===== config.mk =====
export PLATFORM = sky130hd
export DESIGN_NAME = bspq_ram
export DESIGN_NICKNAME = d
export VERILOG_FILES = /design/src/hw/rtl/assert_macros.svh /design/src/hw/rtl/bspq_ram.sv
export SDC_FILE = /design/constraint.sdc
export NUM_CORES = 1
export LEC_CHECK = 0
export ABC_AREA = 1
export BUFFER_PORTS_ARGS = -buffer_cell sky130_fd_sc_hd__buf_2
export CELL_PAD_IN_SITES_DETAIL_PLACEMENT = 1
export CELL_PAD_IN_SITES_GLOBAL_PLACEMENT = 1
export CORE_MARGIN = 3
export CORE_UTILIZATION = 44
export DETAILED_ROUTE_END_ITERATION = 8
export GPL_ROUTABILITY_DRIVEN = 0
export PLACE_DENSITY_LB_ADDON = 0.1
export SKIP_LAST_GASP = 1
export SYNTH_ARGS = -nofsm -noshare
export SYNTH_HDL_FRONTEND = slang
export SYNTH_SLANG_ARGS = --single-unit

===== constraint.sdc =====
create_clock -name aclk -period 1.03 [get_ports aclk]
set_input_delay 0.103 -clock aclk [delete_from_list [all_inputs] [get_ports aclk]]
set_output_delay 0.103 -clock aclk [all_outputs]
set_load 0.02 [all_outputs]

===== src/hw/rtl/assert_macros.svh =====
// assertion macros for the rtl file that carries concurrent checks
// no dependencies; included by the top level
`ifndef ASSERT_MACROS_SVH
`define ASSERT_MACROS_SVH

// same-cycle implication, disabled while reset is asserted
`define ASSERT_IMPL(lbl, clk, rst_n, pre, post, msg) \
    lbl: assert property (@(posedge clk) disable iff (!(rst_n)) (pre) |-> (post)) \
        else $error(msg);

// next-cycle implication, disabled while reset is asserted
`define ASSERT_NEXT(lbl, clk, rst_n, pre, post, msg) \
    lbl: assert property (@(posedge clk) disable iff (!(rst_n)) (pre) |=> (post)) \
        else $error(msg);

`endif


===== src/hw/rtl/bspq_ram.sv =====
// generic single-write, single-read ram with registered read data
// no dependencies; used for the entry store and the descriptor store
module bspq_ram #(
    parameter int WIDTH = 8,
    parameter int DEPTH = 16
) (
    input  logic                                   aclk,
    input  logic                                   wr_en,
    input  logic [(DEPTH > 1 ? $clog2(DEPTH) : 1)-1:0] wr_addr,
    input  logic [WIDTH-1:0]                       wr_data,
    input  logic                                   rd_en,
    input  logic [(DEPTH > 1 ? $clog2(DEPTH) : 1)-1:0] rd_addr,
    output logic [WIDTH-1:0]                       rd_data
);

    logic [WIDTH-1:0] mem_reg [DEPTH];
    logic [WIDTH-1:0] rd_data_reg;

    // write port and registered read port
    always_ff @(posedge aclk) begin
        if (wr_en) begin
            mem_reg[wr_addr] <= wr_data;
        end
        if (rd_en) begin
            rd_data_reg <= mem_reg[rd_addr];
        end
    end

    assign rd_data = rd_data_reg;

endmodule


=== Yosys cells after proc, flatten, opt, wreduce, memory -nomap -nowiden ===
Memory sizes are Yosys's and may differ from the RTL's. A register that Yosys moved wholly into a read port is not among the register bits.
Index checks and enable logic that the tools add are counted.

* Register bits: 0
* Latch bits: 0
* Bits in writable memories: 128
* ROM bits: 0
* Input bits: 19
* Memories kept: 1

{| class="wikitable"
|+ Memories
! memory !! depth !! width !! rd ports !! clocked after Yosys merged registers in !! write ports !! RTL line !! text
|-
| mem_reg || 16 || 8 || 1 || 1 || 1 || bspq_ram.sv:16 || <nowiki>logic [WIDTH-1:0] mem_reg [DEPTH];</nowiki>
|}

* Add/subtract/negate cells: 0
* Multipliers: 0
* Divide/modulo/power cells: 0
* Order comparisons: 0
* Equality and inequality tests: 0
* Shifts and indexed selects: 0
* Multiplexer cells: 2
* Bitwise operators: 0
* Reductions and logical operators: 0

{| class="wikitable"
|+ Operators by type and width
! cell !! number
|-
| 1-bit 2-to-1 mux || 2
|}

=== Depth between registers and ports, before layout ===
* Depth in word-level cells: 2
* Gate-level depth with buffers: 8
* Depth with buffers taken out: 7

=== Worst setup path after synthesis ===
No wires, ideal clock.

* Path type: input to register
* Start point: input wr_addr[3] (netlist bit)
* End point: memory mem_reg[4][0], enable pin
* Library setup time: 0.370 ns
* Arrival time: 0.684 ns
* Required time: 0.660 ns
* Slack: -0.024 ns
* Stages: 2
* Path buffers: 0
* Cell sequence: nand3b_1 -> nor2_1

{| class="wikitable"
|+ RTL lines
! item !! RTL line !! text
|-
| start: declaration || bspq_ram.sv:9 || <nowiki>input logic [(DEPTH > 1 ? $clog2(DEPTH) : 1)-1:0] wr_addr,</nowiki>
|-
| end: declaration || bspq_ram.sv:16 ||
|}

Straight into the memory's write port.

=== Worst setup path in the final report ===
* Start point: register rd_data_reg[1], in the netlist rd_data[1], read port of mem_reg
* End point: output rd_data[1]

{| class="wikitable"
|+ RTL lines
! item !! RTL line !! text
|-
| start: declaration || bspq_ram.sv:17 || <nowiki>logic [WIDTH-1:0] rd_data_reg;</nowiki>
|-
| end: declaration || bspq_ram.sv:13 || <nowiki>output logic [WIDTH-1:0] rd_data</nowiki>
|}

No word-level cell between the ends.

==> impl_metrics.json <==
{
  "hold_class": "in -> reg",
  "cp_top_family": "flip-flops",
  "die_h_microns": 121,
  "skew_ns": 0.00709,
  "ctsHtreeMaxLevel": 4,
  "drt_wl_total_microns": 16100,
  "worst-endpoint-required_ns": 0.93,
  "yosysSeqAreaShare_pct": 69.8,
  "final_common_cell": "nand2_1",
  "r2r_setup_slack_ns": -0.06,
  "rsz0062_at_grt": "true",
  "worst_ep_arrival_time_ns": 1.04,
  "outcome": "complete, but fails checks",
  "hp-start": "rd_en",
  "ir_drop_mv": 1.23,
  "yosys.area.top_type": "edfxtp_1",
  "cp_max_fo": 1,
  "io_pins": 27,
  "core_sq_um": 12800,
  "min_period_ns": 1.14,
  "netlist_instances": 551,
  "slew_headroom_pct": 71.1,
  "hold_viol_final": 0,
  "dp.final_hpwl_microns": 10400,
  "first_iter_violations": 301,
  "placed_cells": 762,
  "die_w_microns": 121,
  "drc": 0,
  "maxSlewViolCount": 0,
  "cts_made_buffers": 17,
  "cts.reportedPaths.clkPinSlew_ns": 0.06,
  "ys_warn_count": 0,
  "cts.sinks": 136,
  "std_cell_rows": 41,
  "largest_reg_flops": 128,
  "critPathSlowestCell": "edfxtp_1",
  "reg2reg_depth": 6,
  "r2r-end": "rd_data[5]$_DFFE_PP_",
  "layout-drive-gt1-share_pct": 22.7,
  "fmax_mhz": 878,
  "crit_chain": "buf_6",
  "worstSetupPathDepth": 1,
  "hold_buffers": 0,
  "synth_area_leaders": "edfxtp_1 70%, nand2_1 11%, nand3_1 8.3%",
  "grt_max_degree": 27,
  "finalSetupViolCount": 16,
  "grtUsageTotal_pct": 23.9,
  "tightest_slew_ns": 0.434,
  "n_antenna_cell": 0,
  "wire_per_inst_microns": 20.3,
  "hold_path_depth": 1,
  "start_util_pct": 45.6,
  "whs_endpoint": "rd_data[5]$_DFFE_PP_",
  "grt_pass1_wl_microns": 25400,
  "area_growth_pct": 24.5,
  "firstDrtPassIters": 4,
  "ys_seq_elements": 136,
  "first_global_vias": 4420,
  "fin_nets": 628,
  "die_area_sq_um": 14700,
  "stdcell_count": 793,
  "synthDistinctLibCells": 11,
  "p_leak_nw": 3.15,
  "antenna_left": 0,
  "synth.avg_cell_area_sq_um": 10.6,
  "maxCapViolCount": 0,
  "cts_root_buffer": "clkbuf_16",
  "drt-vias-per-instance": 5.15,
  "violations": "negative setup slack",
  "cp-end-kind": "output pin",
  "crit_type": "reg -> out",
  "synth_area_sq_um": 5850,
  "num_vias": 4084,
  "finalWorstSetupSlack_ns": -0.109,
  "fin_crit_sh_pct": 111,
  "grt_antenna_before_repair": 0,
  "tns_ns": -0.767,
  "powerDensity_nw_per_um2": 1880,
  "syn_nets": 570,
  "grt_overflow": 0,
  "startpoint_type": "register",
  "cts_buffer_depth": 2,
  "r2r_start": "mem_reg[1][5]$_DFFE_PP_",
  "port_buffers": 26,
  "nFillCells": 1376,
  "crit_path_max_incr_delay_ns": 0.45,
  "cts_tree": "yes",
  "synth_top_area_share_pct": 69.8,
  "worstSkewPairLatency_ns": 0.42,
  "path_buf_inv": 1,
  "final_cell_mix": "167 x nand2_1, 136 x edfxtp_1, 99 x inv_1, 52 x nand3_1, 45 x nand3_2"
}
[area by class of cell]
class | instances | area [sq um] | share of cell area (%)
multi-input combinational | 289 | 1450 | 20.0
inverter | 102 | 383 | 5.26
clock inverter | 14 | 186 | 2.56
clock buffer | 17 | 425 | 5.84
timing repair buffer | 63 | 533 | 7.32
tap | 172 | 215 | 2.96
sequential | 136 | 4080 | 56.1
[routing by layer]
| metal | vias up | wire length (microns) | GRT usage (%) |
|---|---|---|---|
| li1 | 1900 | - | - |
| met1 | 2058 | 7270 | 32.6 |
| met5 | - | 0 | 0 |
| met4 | 0 | 281 | 8.05 |
| met2 | 101 | 7890 | 38.9 |
| met3 | 25 | 663 | 4.24 |
[power by group]
part	total [mW]	internal (mW)	switching, mW	leakage, nW
Combinational	1.01	0.339	0.671	1.62
Sequential	6.28	6.24	0.0441	1.24
Clock	6.38	4.20	2.18	0.299
Total	13.7	10.8	2.90	3.15
[synthesized netlist by cell type]
cell / number
buf_2: 13
buf_6: 6
nor2_1: 17
inv_2: 2
nand2_1: 173
inv_1: 100
buf_4: 4
edfxtp_1: 136
nand3b_1: 2
buf_1: 1
nand3_1: 97
[worst max-delay path by stage]
stage | end | from
finish | rd_data[1] | rd_data[1]$_DFFE_PP_
global route | rd_data[1] | rd_data[1]$_DFFE_PP_
CTS | rd_data[1] | rd_data[1]$_DFFE_PP_
detailed placement | rd_data[4]$_DFFE_PP_ | rd_addr[0]
global placement | rd_data[4]$_DFFE_PP_ | rd_addr[0]
floorplan | mem_reg[4][0]$_DFFE_PP_ | wr_addr[3]
[repair_timing]
| item | CTS | global route |
|---|---|---|
| gates resized for setup | 42 | 22 |
| setup endpoints to repair | 16 | 16 |
| buffers inserted | 0 | 0 |
| hold endpoints to repair | 0 | 0 |
| pin swaps | 33 | 28 |
[logic make-up (layout without fill, tap and decap cells)]
kind of cell	after synthesis	after routing	share of synthesized area, %
flops	136	136	69.8
buf+inv	126	196	9.39
simple gates	289	289	20.8
[stage by stage]
| step | hold slack (ns) | util, % | cell area [sq um] | total power [mW] | setup slack (ns) |
|---|---|---|---|---|---|
| floorplan | 0.202 | - | 5850 | 6.85 | -0.0238 |
| global route | 0.0462 | 56.8 | 7280 | 14.1 | -0.134 |
| detailed placement | 0.490 | 49.8 | 6390 | 7.30 | -0.358 |
| CTS | 0.0424 | 56.0 | 7180 | 13.7 | -0.130 |
| global placement | 0.494 | 49.8 | 6390 | 7.27 | -0.351 |
| finish | 0.0541 | 56.8 | 7280 | 13.7 | -0.109 |
No activity file was read; power rests on OpenSTA's default activity.
