[src/hw/rtl/assert_macros.svh]
// assertion macros for the rtl file that carries concurrent checks
// no dependencies; included by the top level
`ifndef ASSERT_MACROS_SVH
`define ASSERT_MACROS_SVH

// same-cycle implication, disabled while reset is asserted
`define ASSERT_IMPL(lbl, clk, rst_n, pre, post, msg) \
    lbl: assert property (@(posedge clk) disable iff (!(rst_n)) (pre) |-> (post)) \
        else $error(msg);

// next-cycle implication, disabled while reset is asserted
`define ASSERT_NEXT(lbl, clk, rst_n, pre, post, msg) \
    lbl: assert property (@(posedge clk) disable iff (!(rst_n)) (pre) |=> (post)) \
        else $error(msg);

`endif

[src/hw/rtl/bspq_ram.sv]
// generic single-write, single-read ram with registered read data
// no dependencies; used for the entry store and the descriptor store
module bspq_ram #(
    parameter int WIDTH = 8,
    parameter int DEPTH = 16
) (
    input  logic                                   aclk,
    input  logic                                   wr_en,
    input  logic [(DEPTH > 1 ? $clog2(DEPTH) : 1)-1:0] wr_addr,
    input  logic [WIDTH-1:0]                       wr_data,
    input  logic                                   rd_en,
    input  logic [(DEPTH > 1 ? $clog2(DEPTH) : 1)-1:0] rd_addr,
    output logic [WIDTH-1:0]                       rd_data
);

    logic [WIDTH-1:0] mem_reg [DEPTH];
    logic [WIDTH-1:0] rd_data_reg;

    // write port and registered read port
    always_ff @(posedge aclk) begin
        if (wr_en) begin
            mem_reg[wr_addr] <= wr_data;
        end
        if (rd_en) begin
            rd_data_reg <= mem_reg[rd_addr];
        end
    end

    assign rd_data = rd_data_reg;

endmodule

[src/hw/rtl/bspq_desc_store.sv]
// per-fifo descriptor store {head, count} with per-entry valid bits
// depends on bspq_ram; entries not yet written read as zero
module bspq_desc_store #(
    parameter int WIDTH = 8,
    parameter int DEPTH = 15
) (
    input  logic                                   aclk,
    input  logic                                   aresetn,
    input  logic                                   wr_en,
    input  logic [(DEPTH > 1 ? $clog2(DEPTH) : 1)-1:0] wr_addr,
    input  logic [WIDTH-1:0]                       wr_data,
    input  logic                                   rd_en,
    input  logic [(DEPTH > 1 ? $clog2(DEPTH) : 1)-1:0] rd_addr,
    output logic [WIDTH-1:0]                       rd_data
);

    logic [DEPTH-1:0] vld_reg;
    logic             rd_vld_reg;
    logic [WIDTH-1:0] ram_q;

    bspq_ram #(
        .WIDTH (WIDTH),
        .DEPTH (DEPTH)
    ) u_ram (
        .aclk    (aclk),
        .wr_en   (wr_en),
        .wr_addr (wr_addr),
        .wr_data (wr_data),
        .rd_en   (rd_en),
        .rd_addr (rd_addr),
        .rd_data (ram_q)
    );

    // valid bits: cleared by reset, set on first write
    always_ff @(posedge aclk) begin
        if (!aresetn) begin
            vld_reg    <= '0;
            rd_vld_reg <= 1'b0;
        end else begin
            if (wr_en) begin
                vld_reg[wr_addr] <= 1'b1;
            end
            if (rd_en) begin
                rd_vld_reg <= vld_reg[rd_addr];
            end
        end
    end

    // an unwritten descriptor reads as an empty fifo at head zero
    assign rd_data = rd_vld_reg ? ram_q : '0;

endmodule

[config.mk]
export PLATFORM = sky130hd
export DESIGN_NAME = bspq_desc_store
export DESIGN_NICKNAME = d
export VERILOG_FILES = /design/src/hw/rtl/assert_macros.svh /design/src/hw/rtl/bspq_ram.sv /design/src/hw/rtl/bspq_desc_store.sv
export SDC_FILE = /design/constraint.sdc
export NUM_CORES = 1
export LEC_CHECK = 0
export BUFFER_PORTS_ARGS = -buffer_cell sky130_fd_sc_hd__buf_4
export CAP_MARGIN = 30
export CORE_ASPECT_RATIO = 0.8
export CORE_MARGIN = 4
export CORE_UTILIZATION = 50
export DETAILED_ROUTE_END_ITERATION = 8
export GPL_TIMING_DRIVEN = 0
export HOLD_SLACK_MARGIN = 0.06
export PLACE_DENSITY = 0.67
export SYNTH_ARGS = -nofsm -noshare
export SYNTH_HDL_FRONTEND = slang
export SYNTH_SLANG_ARGS = --single-unit
[constraint.sdc]
create_clock -name aclk -period 1.9 [get_ports aclk]
set_clock_uncertainty 0.05 [all_clocks]
set_input_delay 0.095 -clock aclk [delete_from_list [all_inputs] [get_ports aclk]]
set_output_delay 0.095 -clock aclk [all_outputs]
set_load 0.05 [all_outputs]
# == After elaboration in Yosys (flattened, before gate mapping) ==
# Memory sizes are Yosys's and may differ from the RTL's. A register that Yosys moved wholly into a read port is not among the register bits.
# Index checks and enable logic that the tools add are counted.
# word_totals
output_inout_bits,8
in_bits,20
wordCells,15
register_bits,16
memories,1
ramBits,120
# classes
reduce_logical,1
n_lt_le_gt_ge,3
bitwise_logic,1
muxes,7
# mem_list
name,words,width,read_ports,rd_clocked_by_memory_dff,wr,line_no,text
u_ram.mem_reg,15,8,1,1,1,bspq_ram.sv:16,logic [WIDTH-1:0] mem_reg [DEPTH];
# ops
cell,n
bitwise OR 15 bit,1
"< comparator 4 x 5 -> 1 bit, second input constant",2
2-to-1 mux 8 bit,1
binary-select mux 1 bit (select 4 bit),1
demux 1 bit (select 4 bit),1
">= comparator 4 x 1 -> 1 bit, second input constant",1
2-to-1 mux 1 bit,4
logical AND 1 bit,1

# == Longest topological paths before layout ==
# Gate-level depths: netlist (run 1).
# logic_depth
depth_word,5
depth_mapped,7

# == Cells and area by module ==
# A second synthesis (run 1) with hierarchy kept.
# unflattened
cells_unflattened,306
hier_area_um2,5691.7
# modules_own_cells
module,instances,cells_per_inst,area_each_um2
bspq_ram,1,229,4946.0
bspq_desc_store,1,77,745.7

# == Worst setup path after synthesis (run 1) ==
# No wires, ideal clock.
# synth_timing
path_kind,input-to-reg
from,input wr_addr[1] (netlist name)
to,"memory u_ram.mem_reg[0][0], enable pin"
path_buffers,0
slack_ns,0.209
setup_ns,0.386
arrival_ns,1.255
path_stages,2
path_cell_list,or3b_2 > nor3_1
# synth_lines
item,line_no,text
from (decl),bspq_desc_store.sv:10,"input logic [(DEPTH > 1 ? $clog2(DEPTH) : 1)-1:0] wr_addr,"
to (decl),bspq_ram.sv:16,
# Straight into the memory's write port.

==> results.cfg, run 1 <==
[cts]
clk-insertion-delay-late_ns = 0.42
cts.clk_slew.worst_paths_ns = 0.06
cts_num_sinks = 144
cts-root-buf = clkbuf_16
cts_tree = built
post_cts_resized = 0
cts_max_level = 4
cts_buffers = 17
ctsLongestPathBuffers = 2

[yosys]
synth_area_per_cell_sq_um = 20.8
synth_top_area_share = 0.687
synth.largest_area_cell = edfxtp_1
synth.distinct_cells = 25
synth.area.top_cells = edfxtp_1, mux4_1, dfxtp_1
ys_seq_area_frac = 0.744
syn_inst = 269
syn_area_sq_um = 5600
synth.net_count = 289
ys_seq_elements = 144
synth_warnings = 0

[sta]
final-setup-viol-count = 0
slew_headroom = 0.343
hold-worst-slack_ns = 0.112
period_needed_ns = 1.75
maxSlewViolCount = 0
rsz0062_at_grt = false
worst_pin_slew_ns = 0.981
fmax_ghz = 0.572
hold_viol = 0
finalCritPeriodShare = 0.921

[floorplanning]
num_rows = 34
io_pins = 28
start_util = 0.514
die_h_um = 103
dieArea_sq_um = 13000
die_w_um = 126
core_area_sq_um = 10900

[cells_and_area]
multi_input_area_sq_um = 1380
drive_gt1_frac = 0.207
seqCellArea_sq_um = 4160
nets = 341
largest_reg_flops = 120
final_common_cell = edfxtp_1
fin_util = 0.609
syn_to_final_growth_pct = 18.5
diodes = 0
final_cell_mix = edfxtp_1, buf_4, mux4_1, clkbuf_16, dfxtp_1
fill_cells = 791
final_area_sq_um = 6640

[global_routing]
grt_use_met1 = 0.259
gr-usage-met2 = 0.263
grt_max_degree = 17
globalRoute.totalOverflow = 0
grt_pass1_wl_mm = 16.4
grt_pass1_vias = 2713
grt.total_usage = 0.181
busiest_layer = met2
met3_usage = 0.0653
grt_antenna_before_repair = 0

[power_and_ir_drop]
power_density_nw_per_um2 = 1070
leakage_uw = 0.00227
ir_drop_uv = 1090

[setup_path]
criticalPathCategory = input pin to flop
r2r-end = u_ram.rd_data[4]
rrSetupSlack_ns = 0.15
max_stage_delay_ns = 0.57
critPathArrivalTime_ns = 1.85
crit_path_top_delay_cell = clkbuf_1
start_kind = input pin
r2r_cells = 2
worstPathMaxFanout = 10
endpoint_kind = flop
crit_chain = buf_2 -> clkbuf_1 -> mux4_1 -> mux4_2
r2r-start = u_ram.mem_reg[8][4]
crit_required_ns = 2.00

[placed_design]
hpwl_mm = 6.85
gp_congestion = 0.759
port_buffers = 23
placed_area_sq_um = 5970

[route]
drc = 0
ant_nets = 0
routedWlPerCell_um = 22.4
num_vias = 2752
drt-vias-per-instance = 5.76
dr.pass1.iters = 4
detail_route.iter0.violations = 359
drt-total-wl_mm = 10.7

[worst_hold_path]
hold_class = input pin to flop
min_to = u_ram.mem_reg[3][7]
min_path_cells = 2
hp-start = wr_addr[2]

[run_status]
status = finished clean

[job]
max-cap-violations = 0
how the worst max path moves through the flow:
| stage | cells after the start | endpoint | slack [ns] | start |
|---|---|---|---|---|
| 3_5_place_dp | 4 | u_ram.rd_data[4] | -0.31 | rd_addr[1] |
| 5_1_grt | 4 | u_ram.rd_data[4] | 0.07 | rd_addr[1] |
| 3_3_place_gp | 3 | u_ram.mem_reg[0][4] | -0.63 | wr_addr[1] |
| 4_1_cts | 4 | u_ram.rd_data[4] | 0.14 | rd_addr[1] |
| 6_report | 4 | u_ram.rd_data[4] | 0.15 | rd_addr[1] |
| 2_1_floorplan | 2 | u_ram.mem_reg[0][0] | 0.21 | wr_addr[1] |
final cells by class:
class / count / share of cell area
buffer: 13 / 0.0117
clock buffer: 24 / 0.0681
clock inverter: 8 / 0.0170
multi-input combinational: 112 / 0.207
sequential: 144 / 0.628
tap: 144 / 0.0272
timing repair buffer: 33 / 0.0411
through the flow:
step,total power (uW),setup WS (ns),TNS (ns),std cells
2_1_floorplan,3800,0.209,0,269
3_3_place_gp,3940,-0.630,-15.96,436
3_5_place_dp,3950,-0.306,-3.92,436
4_1_cts,7160,0.143,0,478
5_1_grt,7330,0.0702,0,478
6_report,7110,0.151,0,478
critical path, delay by kind of cell:
kind | cells | cell delay (ns)
buf+inv | 2 | 0.78
mux | 2 | 0.97
metal layers:
metal,up-vias,routed length (um)
met5,-,0
met2,102,4840
met3,12,769
met4,0,132
met1,1416,4940
li1,1222,-
synth_stat cells:
library cell / n
and2_1: 8
edfxtp_1: 128
nor3b_1: 1
nand2_1: 10
o21ai_0: 8
buf_8: 1
o2111a_1: 1
mux4_2: 13
nor3_1: 4
nor2_1: 11
mux4_1: 22
or3b_2: 1
buf_6: 2
mux2i_1: 10
dfxtp_1: 16
nor2b_1: 1
o21a_1: 15
nand3b_1: 2
o221ai_1: 1
clkbuf_1: 6
buf_2: 2
o31a_1: 1
nand2b_1: 2
buf_1: 2
nand3_1: 1
logic make-up after synthesis:
group / share of synthesized area
AO/OA/AOI/OAI: 0.0324
buffers and inverters: 0.0139
flip-flops: 0.744
multiplexers: 0.173
AND/OR/NAND/NOR: 0.0364
where the power goes:
| group | internal (uW) | switching (uW) | total, uW |
|---|---|---|---|
| registers | 3530 | 17.2 | 3550 |
| clock network | 2050 | 1160 | 3210 |
| logic | 160 | 198 | 358 |
what timing repair did:
item	4_1_cts	5_1_grt
setup buffers	0	0
hold endpoints to repair	134	0
hold buffers	10	0
No activity file was read; power rests on OpenSTA's default activity.
==> run 2: changes to the inputs <==
Settings changed: ABC_AREA set to 1, BUFFER_PORTS_ARGS -buffer_cell sky130_fd_sc_hd__buf_4 to -buffer_cell sky130_fd_sc_hd__buf_2.
==> run 2 against run 1 <==
  * Cell count increased by 52%
  * Critical endpoint is now rd_data[3]
  * Synthesized area up 4.8%
  * Clock power is 5% lower
  * Die area grew 4.5%
  * Routed wire length grew 29%
  * Maximum frequency grew 0.78%
  * First-iteration DRC count up 57%
  * Sequential share of layout area is 2.0 points lower
  * Worst hold slack better by 0.071 ns
  * Critical path depth is the same
  * Design area increased by 3.2%
==> results.cfg, run 2 <==
[worst_hold_path]
hold_class = input pin to flop
hp-start = rd_addr[2]

[setup_path]
max_stage_delay_ns = 0.44
crit_chain = clkbuf_1 -> nand2_1 -> inv_1 -> buf_2
crit_required_ns = 1.75
crit_buf_inv = 3
start_kind = flop
criticalPathCategory = flop to output pin
critPathArrivalTime_ns = 1.59
path_delay_family = buffers and inverters
crit_path_top_delay_cell = clkbuf_1
worstPathMaxFanout = 9
endpoint_kind = output pin
r2r-start = u_ram.mem_reg[10][1]
crit_start = rd_vld_reg

[cts]
cts_buffers = 17
cts_tree = built
post_cts_resized = 0
cts.clk_slew.worst_paths_ns = 0.06
cts_num_sinks = 144
post_cts_buffers = 0
clk-insertion-delay-late_ns = 0.41
cts-root-buf = clkbuf_16
ctsLongestPathBuffers = 2
cts_hold_buf = 11
cts_max_level = 4

[route]
num_vias = 3915
ant_nets = 0
highest_layer = met4
drc = 0
drt-total-wl_mm = 13.8
routedWlPerCell_um = 19.0
dr_wl_met3_mm = 1.12
wl_met2_mm = 6.23
drt-vias-per-instance = 5.40
m1WireLength_mm = 6.19
detail_route.iter0.violations = 562
dr.pass1.iters = 5

[sta]
worst_pin_slew_ns = 0.991
period_needed_ns = 1.74
slew_headroom = 0.337
finalCritPeriodShare = 0.914
maxSlewViolCount = 0
rsz0062_at_grt = false
hold_viol = 0
fmax_ghz = 0.576
final-setup-viol-count = 0
setup-tns-final_ns = 0

[yosys]
ys_seq_area_frac = 0.710
async_flop_share = 0
synth.net_count = 527
synth.most_common_cell = edfxtp_1
synth_common_cells = edfxtp_1, nor2_1, nand2_1
synth.distinct_cells = 21
synth.area.top_cells = edfxtp_1, nor2_1, dfxtp_1
ys_seq_elements = 144
synth_top_area_share = 0.655
syn_area_sq_um = 5870
synth.largest_area_cell = edfxtp_1
synth_ff_type = edfxtp_1
synth_edf_count = 128
synth_warnings = 0
syn_inst = 507
synth_area_per_cell_sq_um = 11.6

[job]
max-cap-violations = 0

[power_and_ir_drop]
ir_drop_uv = 1060
power_density_nw_per_um2 = 1040
leakage_uw = 0.00255

[floorplanning]
die_w_um = 129
core_area_sq_um = 11500
dieArea_sq_um = 13500
num_rows = 35
die_h_um = 105
io_pins = 28
start_util = 0.511

[cells_and_area]
drive_gt1_frac = 0.133
diodes = 0
fill_cells = 937
final_cell_mix = edfxtp_1, nor2_1, nand2_1, o21ai_0, inv_1
nets = 586
syn_to_final_growth_pct = 16.7
fin_util = 0.597
final_common_cell = edfxtp_1
largest_reg_flops = 120

[global_routing]
grt_max_degree = 17
grt_antenna_before_repair = 0
grt_pass1_wl_mm = 21.3
grt.total_usage = 0.217
globalRoute.totalOverflow = 0
grt_pass1_vias = 3725

[placed_design]
hpwl_mm = 8.83
port_buffers = 25
gp_congestion = 0.859

[run_status]
status = finished clean
[run 2: path summary, 6_finish.rpt]
check,depth (start not counted),endpoint,slack [ns]
worst min register to register,1,vld_reg[12],0.42
worst max register to register,8,u_ram.rd_data[1],0.62
worst max-delay path,4,rd_data[3],0.16
worst min-delay path,4,u_ram.rd_data[0],0.18
[run 2: kinds of logic (layout without fill, tap and decap cells)]
group                  Yosys count  in the layout  share of synthesized area
and+or+nand+nor                198            198                      0.133
DFF                            144            144                      0.710
AOI/OAI and AO/OA               98             98                     0.0951
buffers and inverters           67            137                     0.0621
[run 2: worst reg2reg max path: stages, from the launching register on]
cell and delay (ns):
edfxtp_1 0.35, nor2_1 0.10, nor2_1 0.04, o21ai_0 0.08, nand2_1 0.08, nand2_1 0.06, o21ai_1 0.07, nand2_1 0.13
nand2_1 0.07
[run 2: cell type report]
class | instances | area [sq um] | share of cell area
Multi-Input combinational cell | 296 | 1340 | 0.195
Timing Repair Buffer | 40 | 265 | 0.0387
Inverter | 39 | 151 | 0.0221
Tap cell | 148 | 185 | 0.0270
Clock inverter | 11 | 98.8 | 0.0144
Buffer | 28 | 213 | 0.0311
Clock buffer | 19 | 433 | 0.0632
Sequential cell | 144 | 4160 | 0.608
[run 2: per-stage QoR]
stage | cells | instance area (sq um) | setup slack [ns] | hold slack [ns] | power [uW]
final | 725 | 6850 | 0.164 | 0.183 | 7090
after global routing | 725 | 6850 | 0.0234 | 0.204 | 7350
after global placement | 680 | 6180 | 0.159 | 0.328 | 4070
after CTS | 722 | 6830 | 0.119 | 0.169 | 7120
after detailed placement | 681 | 6180 | 0.0936 | 0.327 | 4080
after floorplan | 507 | 5870 | 0.684 | 0.144 | 3900
[run 2: power by group]
part	total [uW]	switching [uW]	internal [uW]	leakage, uW
combinational	495	340	154	0.000991
sequential	3550	18.4	3530	0.00129
clock	3050	1170	1880	0.000264
[run 2: routing by layer]
layer / global-route usage / vias to the layer above
met1: 0.331 / 1874
li1: - / 1873
met2: 0.303 / 154
met5: 0 / -
met3: 0.0475 / 14
met4: 0.0840 / 0
